--- config.mk ---
export PLATFORM = sky130hd
export DESIGN_NAME = gradient_stop_color_lookup
export DESIGN_NICKNAME = d
export VERILOG_FILES = /design/src/rtl/gscl_pkg.sv /design/src/rtl/gscl_div.sv /design/src/rtl/gscl_table.sv /design/src/rtl/gradient_stop_color_lookup.sv
export SDC_FILE = /design/constraint.sdc
export NUM_CORES = 1
export LEC_CHECK = 0
export ABC_AREA = 0
export BUFFER_PORTS_ARGS = -buffer_cell sky130_fd_sc_hd__buf_2
export CAP_MARGIN = 20
export CORE_MARGIN = 2
export CORE_UTILIZATION = 55
export CTS_CLUSTER_DIAMETER = 120
export DETAILED_ROUTE_END_ITERATION = 8
export GPL_TIMING_DRIVEN = 1
export PLACE_DENSITY = 0.75
export SYNTH_ARGS = -nofsm -noshare
export SYNTH_HDL_FRONTEND = slang
export SYNTH_SLANG_ARGS = --single-unit
--- constraint.sdc ---
create_clock -name clk -period 23.4 [get_ports clk]
set_clock_uncertainty 0.1 [all_clocks]
set_input_delay 1.17 -clock clk [delete_from_list [all_inputs] [get_ports clk]]
set_output_delay 1.17 -clock clk [all_outputs]
set_load 0.005 [all_outputs]
--- src/rtl/gscl_pkg.sv ---
// Package for the gradient stop color lookup block.
// Holds the field widths, function codes, table entry type and divider status type.
// No dependencies.
package gscl_pkg;

  // Field widths of the stream items.
  localparam int POS_W    = 8;
  localparam int COLOR_W  = 32;
  localparam int CH_W     = 8;
  localparam int NUM_CH   = 4;
  localparam int S_DATA_W = 40;
  localparam int M_DATA_W = 32;

  // Query percent clamp limits.
  localparam logic signed [POS_W-1:0] PCT_MIN = 8'sd0;
  localparam logic signed [POS_W-1:0] PCT_MAX = 8'sd100;

  // Function codes carried on s_tuser.
  localparam logic FUNC_ADD   = 1'b0;
  localparam logic FUNC_QUERY = 1'b1;

  // Channel blend arithmetic: (y - x) * n is 9 x 9 bits signed, its magnitude fits 16 bits.
  localparam int PROD_W  = 18;
  localparam int QUO_W   = 16;
  localparam int DIVS_W  = 8;
  localparam int STEP_W  = 5;
  localparam logic [STEP_W-1:0] DIV_STEPS = 5'd16;

  // One stored color stop.
  typedef struct packed {
    logic signed [POS_W-1:0] pos;
    logic [COLOR_W-1:0]      color;
  } entry_t;

  // Status returned by the serial divider.
  typedef struct packed {
    logic done;
    logic rem_nz;
  } div_status_t;

endpackage

--- src/rtl/gscl_div.sv ---
// Restoring serial divider, one quotient bit per cycle, for the channel blend.
// Divides a 16-bit magnitude by an 8-bit nonzero divisor.
// Depends on gscl_pkg.
module gscl_div (
  input  logic                        clk,
  input  logic                        rst,
  input  logic                        start,
  input  logic [gscl_pkg::QUO_W-1:0]  dividend,
  input  logic [gscl_pkg::DIVS_W-1:0] divisor,
  output logic [gscl_pkg::QUO_W-1:0]  quotient,
  output gscl_pkg::div_status_t       status
);
  import gscl_pkg::*;

  logic [DIVS_W-1:0] rem;
  logic [QUO_W-1:0]  quo;
  logic [STEP_W-1:0] steps;
  logic              done;
  logic [DIVS_W:0]   trial;
  logic              fits;

  // Shift the next dividend bit into the partial remainder and test it.
  assign trial = {rem, quo[QUO_W-1]};
  assign fits  = (trial >= {1'b0, divisor});

  // Step counter and completion pulse.
  always_ff @(posedge clk) begin
    if (rst) begin
      steps <= '0;
      done  <= 1'b0;
    end else begin
      done <= 1'b0;
      if (start) begin
        steps <= DIV_STEPS;
      end else if (steps != '0) begin
        steps <= steps - 1'b1;
        if (steps == STEP_W'(1)) begin
          done <= 1'b1;
        end
      end
    end
  end

  // Remainder and quotient shift register.
  always_ff @(posedge clk) begin
    if (start) begin
      rem <= '0;
      quo <= dividend;
    end else if (steps != '0) begin
      if (fits) begin
        rem <= DIVS_W'(trial - {1'b0, divisor});
      end else begin
        rem <= trial[DIVS_W-1:0];
      end
      quo <= {quo[QUO_W-2:0], fits};
    end
  end

  assign quotient      = quo;
  assign status.done   = done;
  assign status.rem_nz = (rem != '0);

endmodule

--- src/rtl/gscl_table.sv ---
// Stop table memory: one write port and one read port with registered read data.
// Each word holds a signed stop position and its packed color.
// Depends on gscl_pkg.
module gscl_table #(
  parameter int MAX_STOPS = 8
) (
  input  logic                         clk,
  input  logic                         wr_en,
  input  logic [$clog2(MAX_STOPS)-1:0] wr_addr,
  input  gscl_pkg::entry_t             wr_data,
  input  logic [$clog2(MAX_STOPS)-1:0] rd_addr,
  output gscl_pkg::entry_t             rd_data
);
  import gscl_pkg::*;

  entry_t mem [MAX_STOPS];

  // Write port.
  always_ff @(posedge clk) begin
    if (wr_en) begin
      mem[wr_addr] <= wr_data;
    end
  end

  // Registered read port.
  always_ff @(posedge clk) begin
    rd_data <= mem[rd_addr];
  end

endmodule

--- src/rtl/gradient_stop_color_lookup.sv ---
// Gradient stop color lookup: sorted stop table with per-channel rational blending.
// An add moves each larger stop up one slot, a read and then a write per stop, and then
// writes the new stop; an add is dropped when the table is full.
// A query runs a stop scan, then four channels that each use the shared serial divider. One
// item is worked at a time; the result register lets the next item enter while a result
// waits. Synchronous reset empties the table; no clearing pass.
module gradient_stop_color_lookup #(
  parameter int MAX_STOPS = 8
) (
  input  logic                          clk,
  input  logic                          rst,
  input  logic                          s_tvalid,
  output logic                          s_tready,
  input  logic [gscl_pkg::S_DATA_W-1:0] s_tdata,  // position[7:0], stop_color[39:8]
  input  logic                          s_tuser,  // func
  output logic                          m_tvalid,
  input  logic                          m_tready,
  output logic [gscl_pkg::M_DATA_W-1:0] m_tdata,  // color_out[31:0]
  output logic                          m_tuser   // table_full
);
  import gscl_pkg::*;

  localparam int IDX_W = $clog2(MAX_STOPS);
  localparam int CNT_W = $clog2(MAX_STOPS + 1);

  typedef enum logic [3:0] {
    IDLE, INS_RD, INS_CHK, INS_PUT, Q_LAST_RD, Q_LAST_CHK, Q_FIRST_CHK,
    Q_SCAN, Q_MUL, Q_DIV, Q_WAIT, OUT
  } state_t;

  state_t                  state;
  logic [CNT_W-1:0]        count;
  logic [IDX_W-1:0]        k;
  logic [IDX_W-1:0]        addr;
  logic signed [POS_W-1:0] pos_in;
  logic [COLOR_W-1:0]      col_in;
  logic signed [POS_W-1:0] p;
  entry_t                  last_e;
  entry_t                  prev_e;
  logic [COLOR_W-1:0]      ca;
  logic [COLOR_W-1:0]      cb;
  logic [POS_W-1:0]        n;
  logic [POS_W-1:0]        m;
  logic [1:0]              ch;
  logic signed [PROD_W-1:0] prod;
  logic [COLOR_W-1:0]      res_color;
  logic                    res_full;

  entry_t                  rd_data;
  entry_t                  wr_data;
  logic                    wr_en;
  logic                    shift_up;
  logic signed [POS_W-1:0] rd_pos;
  logic signed [POS_W-1:0] s_pos;
  logic signed [POS_W-1:0] s_pct;
  logic signed [POS_W:0]   n_calc;
  logic signed [POS_W:0]   m_calc;
  logic [CH_W-1:0]         x_ch;
  logic [CH_W-1:0]         y_ch;
  logic signed [CH_W:0]    diff;
  logic signed [PROD_W-1:0] prod_calc;
  logic signed [PROD_W-1:0] prod_abs;
  logic [QUO_W-1:0]        quotient;
  div_status_t             div_st;
  logic                    div_start;
  logic signed [CH_W+1:0]  q_signed;
  logic signed [CH_W+2:0]  v_calc;
  logic [CH_W-1:0]         v_clamped;

  // Input field unpacking and percent clamp.
  assign s_pos = s_tdata[POS_W-1:0];
  assign s_pct = (s_pos < PCT_MIN) ? PCT_MIN : ((s_pos > PCT_MAX) ? PCT_MAX : s_pos);
  assign rd_pos = rd_data.pos;

  // Insertion moves the read entry up one slot while it lies above the new position.
  assign shift_up = (rd_pos > pos_in);
  assign wr_en    = ((state == INS_CHK) && shift_up) || (state == INS_PUT);
  assign wr_data  = (state == INS_PUT) ? entry_t'{pos: pos_in, color: col_in} : rd_data;

  gscl_table #(
    .MAX_STOPS (MAX_STOPS)
  ) u_table (
    .clk     (clk),
    .wr_en   (wr_en),
    .wr_addr (k),
    .wr_data (wr_data),
    .rd_addr (addr),
    .rd_data (rd_data)
  );

  // Offsets of the query point and upper stop from the lower stop of the bracketing pair.
  assign n_calc = $signed({p[POS_W-1], p}) - $signed({prev_e.pos[POS_W-1], prev_e.pos});
  assign m_calc = $signed({rd_pos[POS_W-1], rd_pos})
                - $signed({prev_e.pos[POS_W-1], prev_e.pos});

  // Channel product (y - x) * n and its magnitude for the divider.
  assign x_ch      = ca[ch*CH_W +: CH_W];
  assign y_ch      = cb[ch*CH_W +: CH_W];
  assign diff      = $signed({1'b0, y_ch}) - $signed({1'b0, x_ch});
  assign prod_calc = diff * $signed({1'b0, n});
  assign prod_abs  = prod[PROD_W-1] ? -prod : prod;
  assign div_start = (state == Q_DIV);

  gscl_div u_div (
    .clk      (clk),
    .rst      (rst),
    .start    (div_start),
    .dividend (prod_abs[QUO_W-1:0]),
    .divisor  (m),
    .quotient (quotient),
    .status   (div_st)
  );

  // Floor of the signed quotient, added to the lower channel value and clamped to a byte.
  always_comb begin
    if (prod[PROD_W-1]) begin
      q_signed = -$signed({1'b0, quotient[CH_W:0]}) - $signed({9'd0, div_st.rem_nz});
    end else begin
      q_signed = $signed({1'b0, quotient[CH_W:0]});
    end
    v_calc = $signed({3'b000, x_ch}) + q_signed;
    if (v_calc < 0) begin
      v_clamped = '0;
    end else if (v_calc > $signed(11'd255)) begin
      v_clamped = '1;
    end else begin
      v_clamped = v_calc[CH_W-1:0];
    end
  end

  assign s_tready = (state == IDLE);

  // Sequencer, table bookkeeping and result register.
  always_ff @(posedge clk) begin
    if (rst) begin
      state    <= IDLE;
      count    <= '0;
      m_tvalid <= 1'b0;
    end else begin
      if (m_tvalid && m_tready && (state != OUT)) begin
        m_tvalid <= 1'b0;
      end
      case (state)
        IDLE: begin
          if (s_tvalid) begin
            pos_in    <= s_pos;
            col_in    <= s_tdata[S_DATA_W-1:POS_W];
            p         <= s_pct;
            res_color <= '0;
            res_full  <= 1'b0;
            if (s_tuser == FUNC_ADD) begin
              if (count == CNT_W'(MAX_STOPS)) begin
                res_full <= 1'b1;
                state    <= OUT;
              end else if (count == '0) begin
                k     <= '0;
                state <= INS_PUT;
              end else begin
                k     <= IDX_W'(count);
                addr  <= IDX_W'(count - 1'b1);
                state <= INS_RD;
              end
            end else begin
              if (count == '0) begin
                state <= OUT;
              end else begin
                addr  <= IDX_W'(count - 1'b1);
                state <= Q_LAST_RD;
              end
            end
          end
        end
        INS_RD: begin
          state <= INS_CHK;
        end
        INS_CHK: begin
          if (shift_up) begin
            k <= k - 1'b1;
            if (k == IDX_W'(1)) begin
              state <= INS_PUT;
            end else begin
              addr  <= k - IDX_W'(2);
              state <= INS_RD;
            end
          end else begin
            state <= INS_PUT;
          end
        end
        INS_PUT: begin
          count <= count + 1'b1;
          state <= OUT;
        end
        Q_LAST_RD: begin
          addr  <= '0;
          state <= Q_LAST_CHK;
        end
        Q_LAST_CHK: begin
          last_e <= rd_data;
          addr   <= IDX_W'(1);
          state  <= Q_FIRST_CHK;
        end
        Q_FIRST_CHK: begin
          prev_e <= rd_data;
          addr   <= IDX_W'(2);
          if (p <= rd_pos) begin
            res_color <= rd_data.color;
            state     <= OUT;
          end else if (p >= last_e.pos) begin
            res_color <= last_e.color;
            state     <= OUT;
          end else begin
            state <= Q_SCAN;
          end
        end
        Q_SCAN: begin
          // The first stop at or above the point closes the bracketing pair.
          if (rd_pos >= p) begin
            ca    <= prev_e.color;
            cb    <= rd_data.color;
            n     <= n_calc[POS_W-1:0];
            m     <= m_calc[POS_W-1:0];
            ch    <= '0;
            state <= Q_MUL;
          end else begin
            prev_e <= rd_data;
            addr   <= addr + 1'b1;
          end
        end
        Q_MUL: begin
          prod  <= prod_calc;
          state <= Q_DIV;
        end
        Q_DIV: begin
          state <= Q_WAIT;
        end
        Q_WAIT: begin
          if (div_st.done) begin
            res_color[ch*CH_W +: CH_W] <= v_clamped;
            ch <= ch + 1'b1;
            if (ch == 2'(NUM_CH - 1)) begin
              state <= OUT;
            end else begin
              state <= Q_MUL;
            end
          end
        end
        OUT: begin
          if (!m_tvalid || m_tready) begin
            m_tvalid <= 1'b1;
            m_tdata  <= res_color;
            m_tuser  <= res_full;
            state    <= IDLE;
          end
        end
        default: begin
          state <= IDLE;
        end
      endcase
    end
  end

endmodule

==> results.sh <==
export IMPL_status="finished, final reports clean"
export IMPL_wl_per_cell_microns=21.3
export IMPL_synth_top_area_frac=0.603
export IMPL_ys_flop_type="edfxtp_1"
export IMPL_p_clk_frac=0.307
export IMPL_grt_pass1_vias=17518
export IMPL_numPortBuffers=79
export IMPL_start_kind="register"
export IMPL_synth_cell_area_sq_mm=0.0316
export IMPL_avgViaCountPerCell=5.76
export IMPL_fin_worst_hold_slack_ns=0.312
export IMPL_numCtsBuffers=71
export IMPL_postCtsSetupBuffers=0
export IMPL_cts_buffer_depth=3
export IMPL_yosysWarnings=0
export IMPL_r2r_end="prod[17]"
export IMPL_yosys_area_top_type="edfxtp_1"
export IMPL_postCtsHoldBufs=0
export IMPL_fin_crit_sh=0.347
export IMPL_drc_errors=0
export IMPL_worstSetupStartpoint="ch[0]"
export IMPL_drt_first_pass_iters=6
export IMPL_initial_core_util=0.559
export IMPL_reg2regPathDepth=27
export IMPL_fin_nets=2398
export IMPL_min_to="ca[15]"
export IMPL_setup_tns_ns=0
export IMPL_cts_root_buffer="clkbuf_16"
export IMPL_n_fill_cell=3996
export IMPL_setup_worst_path_end_class="register"
export IMPL_first_iter_violations=1475
export IMPL_htreeDepth=3
export IMPL_avgSynthCellArea_sq_um=15.5
export IMPL_p_leak_uw=0.0130
export IMPL_vias=17106
export IMPL_combPwrFrac=0.238
export IMPL_hold_path_cell_count=0
export IMPL_setup_viol=0
export IMPL_p_per_area_mw_per_mm2=105
export IMPL_critPathRequiredTime_ns=23.66
export IMPL_synthTopCellsByArea="edfxtp_1 (60%), mux4_2 (6.8%), ha_1 (5.1%)"
export IMPL_grt_ovfl_total=0
export IMPL_p_switching_uw=1100
export IMPL_synthesis_nets=2281
export IMPL_rr_startpoint="ch[0]"
export IMPL_synth_distinct_cells=69
export IMPL_fmax_ghz=0.123
export IMPL_clock_sinks=698
export IMPL_ys_ff_latch=698
export IMPL_drv_slew=0
export IMPL_reg2reg_slack_ns=15.27
export IMPL_synth_edff_count=635
export IMPL_syn2layout_area_growth_pct=11.9
export IMPL_worst_setup_path_type="register to register"
export IMPL_layout_drive_gt1_share=0.192
export IMPL_dpl_hpwl_mm=40.8
export IMPL_worstHoldStart="prev_e[15]"
export IMPL_dieWidth_microns=244
export IMPL_pin_count=80
export IMPL_design_core_area_sq_mm=0.0566
export IMPL_seqPwrFrac=0.455
export IMPL_die_area_sq_mm=0.0595
export IMPL_crit_arrival_ns=8.39
export IMPL_wl_mm=63.2
export IMPL_path_clk_slew_ns=0.06
export IMPL_hold_viol_final=0
export IMPL_period_needed_ns=8.13
export IMPL_postCtsResizedCells=0
export IMPL_grt_pass1_wl_mm=98.6
export IMPL_rsz0062_at_grt="no"
export IMPL_hold_path_class="register to register"
export IMPL_fp_dieH_microns=244
export IMPL_switching_share=0.295
export IMPL_gp_congestion=0.861
export IMPL_antenna_found_initial=1
export IMPL_slew_limit_headroom=0.360
export IMPL_p_int_uw=2620
export IMPL_max_cap_violations=0
export IMPL_yosysSeqAreaShare=0.642
export IMPL_grt_max_degree=65
export IMPL_grtUsageTotal=0.216
export IMPL_tightest_slew_ns=0.955
export IMPL_crit_fanout=13
export IMPL_fp_row_count=87
export IMPL_drtAntennaViolNets=0
export IMPL_peakVddDrop_mv=0.0753
export IMPL_cts_tree="built"
export IMPL_async_flop_share=0
export IMPL_post_route_util=0.626
export IMPL_synthCells=2043
export IMPL_clock_latency_ns=0.62
[critical path, cell delays in order, from the launching register on]
cell	delay (ns)
edfxtp_1	0.74
buf_4	0.35
mux4_2	0.52
inv_1	0.07
ha_1	0.13
inv_1	0.05
fa_1	0.43
a21o_1	0.18
a21oi_1	0.23
o21bai_1	0.10
a21oi_1	0.22
o21bai_1	0.09
a21oi_1	0.74
nand2_1	0.32
fa_1	0.60
inv_1	0.05
fa_1	0.47
inv_1	0.06
fa_1	0.54
inv_1	0.06
fa_1	0.47
ha_1	0.36
a21o_1	0.21
a21oi_1	0.19
a31oi_1	0.15
a21o_1	0.20
a21oi_1	0.17
xnor2_1	0.08
[worst max-delay path by stage]
stage	cells after the start	slack [ns]	to
floorplan	3	15.68	ca[0]
global placement	27	15.49	prod[17]
detailed placement	27	15.31	prod[17]
CTS	27	15.22	prod[17]
global route	27	14.70	prod[17]
finish	27	15.27	prod[17]
[cells in the final DEF (no fill, tap or decap), drive strengths merged, types with 65 or more instances in the layout]
cell type,instances
a21oi,94
nand2,96
fa,65
nor2,87
o21ai,107
mux2,78
buf,105
edfxtp,635
mux4,96
ha,128
inv,176
clkbuf,96
[per-layer routing]
metal	global-route usage	vias to the layer above	wire [microns]
met4	0.0631	0	1230
met2	0.360	561	31000
met1	0.296	8613	27000
met5	0	-	0
met3	0.0346	85	3990
li1	-	7847	-
[state kept, by name (all words and copies together), names as in the netlist, 32 cells and up]
register         flops
u_table.mem        320
last_e              40
prev_e              40
u_table.rd_data     40
ca                  32
cb                  32
col_in              32
m_tdata             32
res_color           32
[synth_stat cells (3+ instances only)]
cell	count
edfxtp_1	635
a21boi_4	6
or3_1	4
o21ai_0	82
o21a_1	7
nand2_1	96
clkbuf_1	48
a21oi_1	94
nor3_1	15
mux2i_1	39
and2_1	52
o22ai_1	3
a31oi_1	7
mux4_2	96
mux2_2	78
inv_1	174
fa_1	65
nand4_1	7
buf_1	9
nand2b_1	15
o21bai_1	6
nor2_1	87
a21o_1	21
o21ai_1	25
or4_1	5
nand3_1	12
o31ai_1	6
xnor2_1	42
a211oi_1	5
nor4_1	6
ha_1	128
nor2b_1	27
and3_1	6
dfxtp_1	63
xor2_1	26
buf_2	4
[metrics by stage]
step                worst slack (ns)  cell area [sq um]  std cells  power, uW
finish                         15.27              35400       2972       3720
global route                   14.70              35400       2972       3880
CTS                            15.22              35400       2971       3740
detailed placement             15.31              33000       2843       2600
global placement               15.49              33000       2843       2560
floorplan                      15.68              31600       2043       2340
[power groups by stage]
stage	logic, uW	clock network (uW)	registers [uW]
6_report	885	1140	1690
5_1_grt	974	1210	1700
4_1_cts	886	1160	1690
3_5_place_dp	880	0	1720
3_3_place_gp	852	0	1710
2_1_floorplan	679	0	1660
[cell type report]
type / count / area [sq um] / area share
Tap cell: 756 / 946 / 0.0267
Sequential cell: 698 / 20300 / 0.574
Clock buffer: 96 / 2010 / 0.0568
Clock inverter: 32 / 388 / 0.0110
Antenna cell: 1 / 2.50 / 0.0000707
Multi-Input combinational cell: 1110 / 10500 / 0.296
Inverter: 174 / 653 / 0.0184
Timing Repair Buffer: 105 / 591 / 0.0167
[logic make-up after synthesis]
family	synth area share
compound gates	0.0574
xor+xnor	0.0188
fa+ha+maj	0.0917
buf+inv	0.0280
flops	0.642
mux	0.108
other cells	0.000119
simple gates	0.0530
Note: power is estimated with default switching activity, not from simulation.
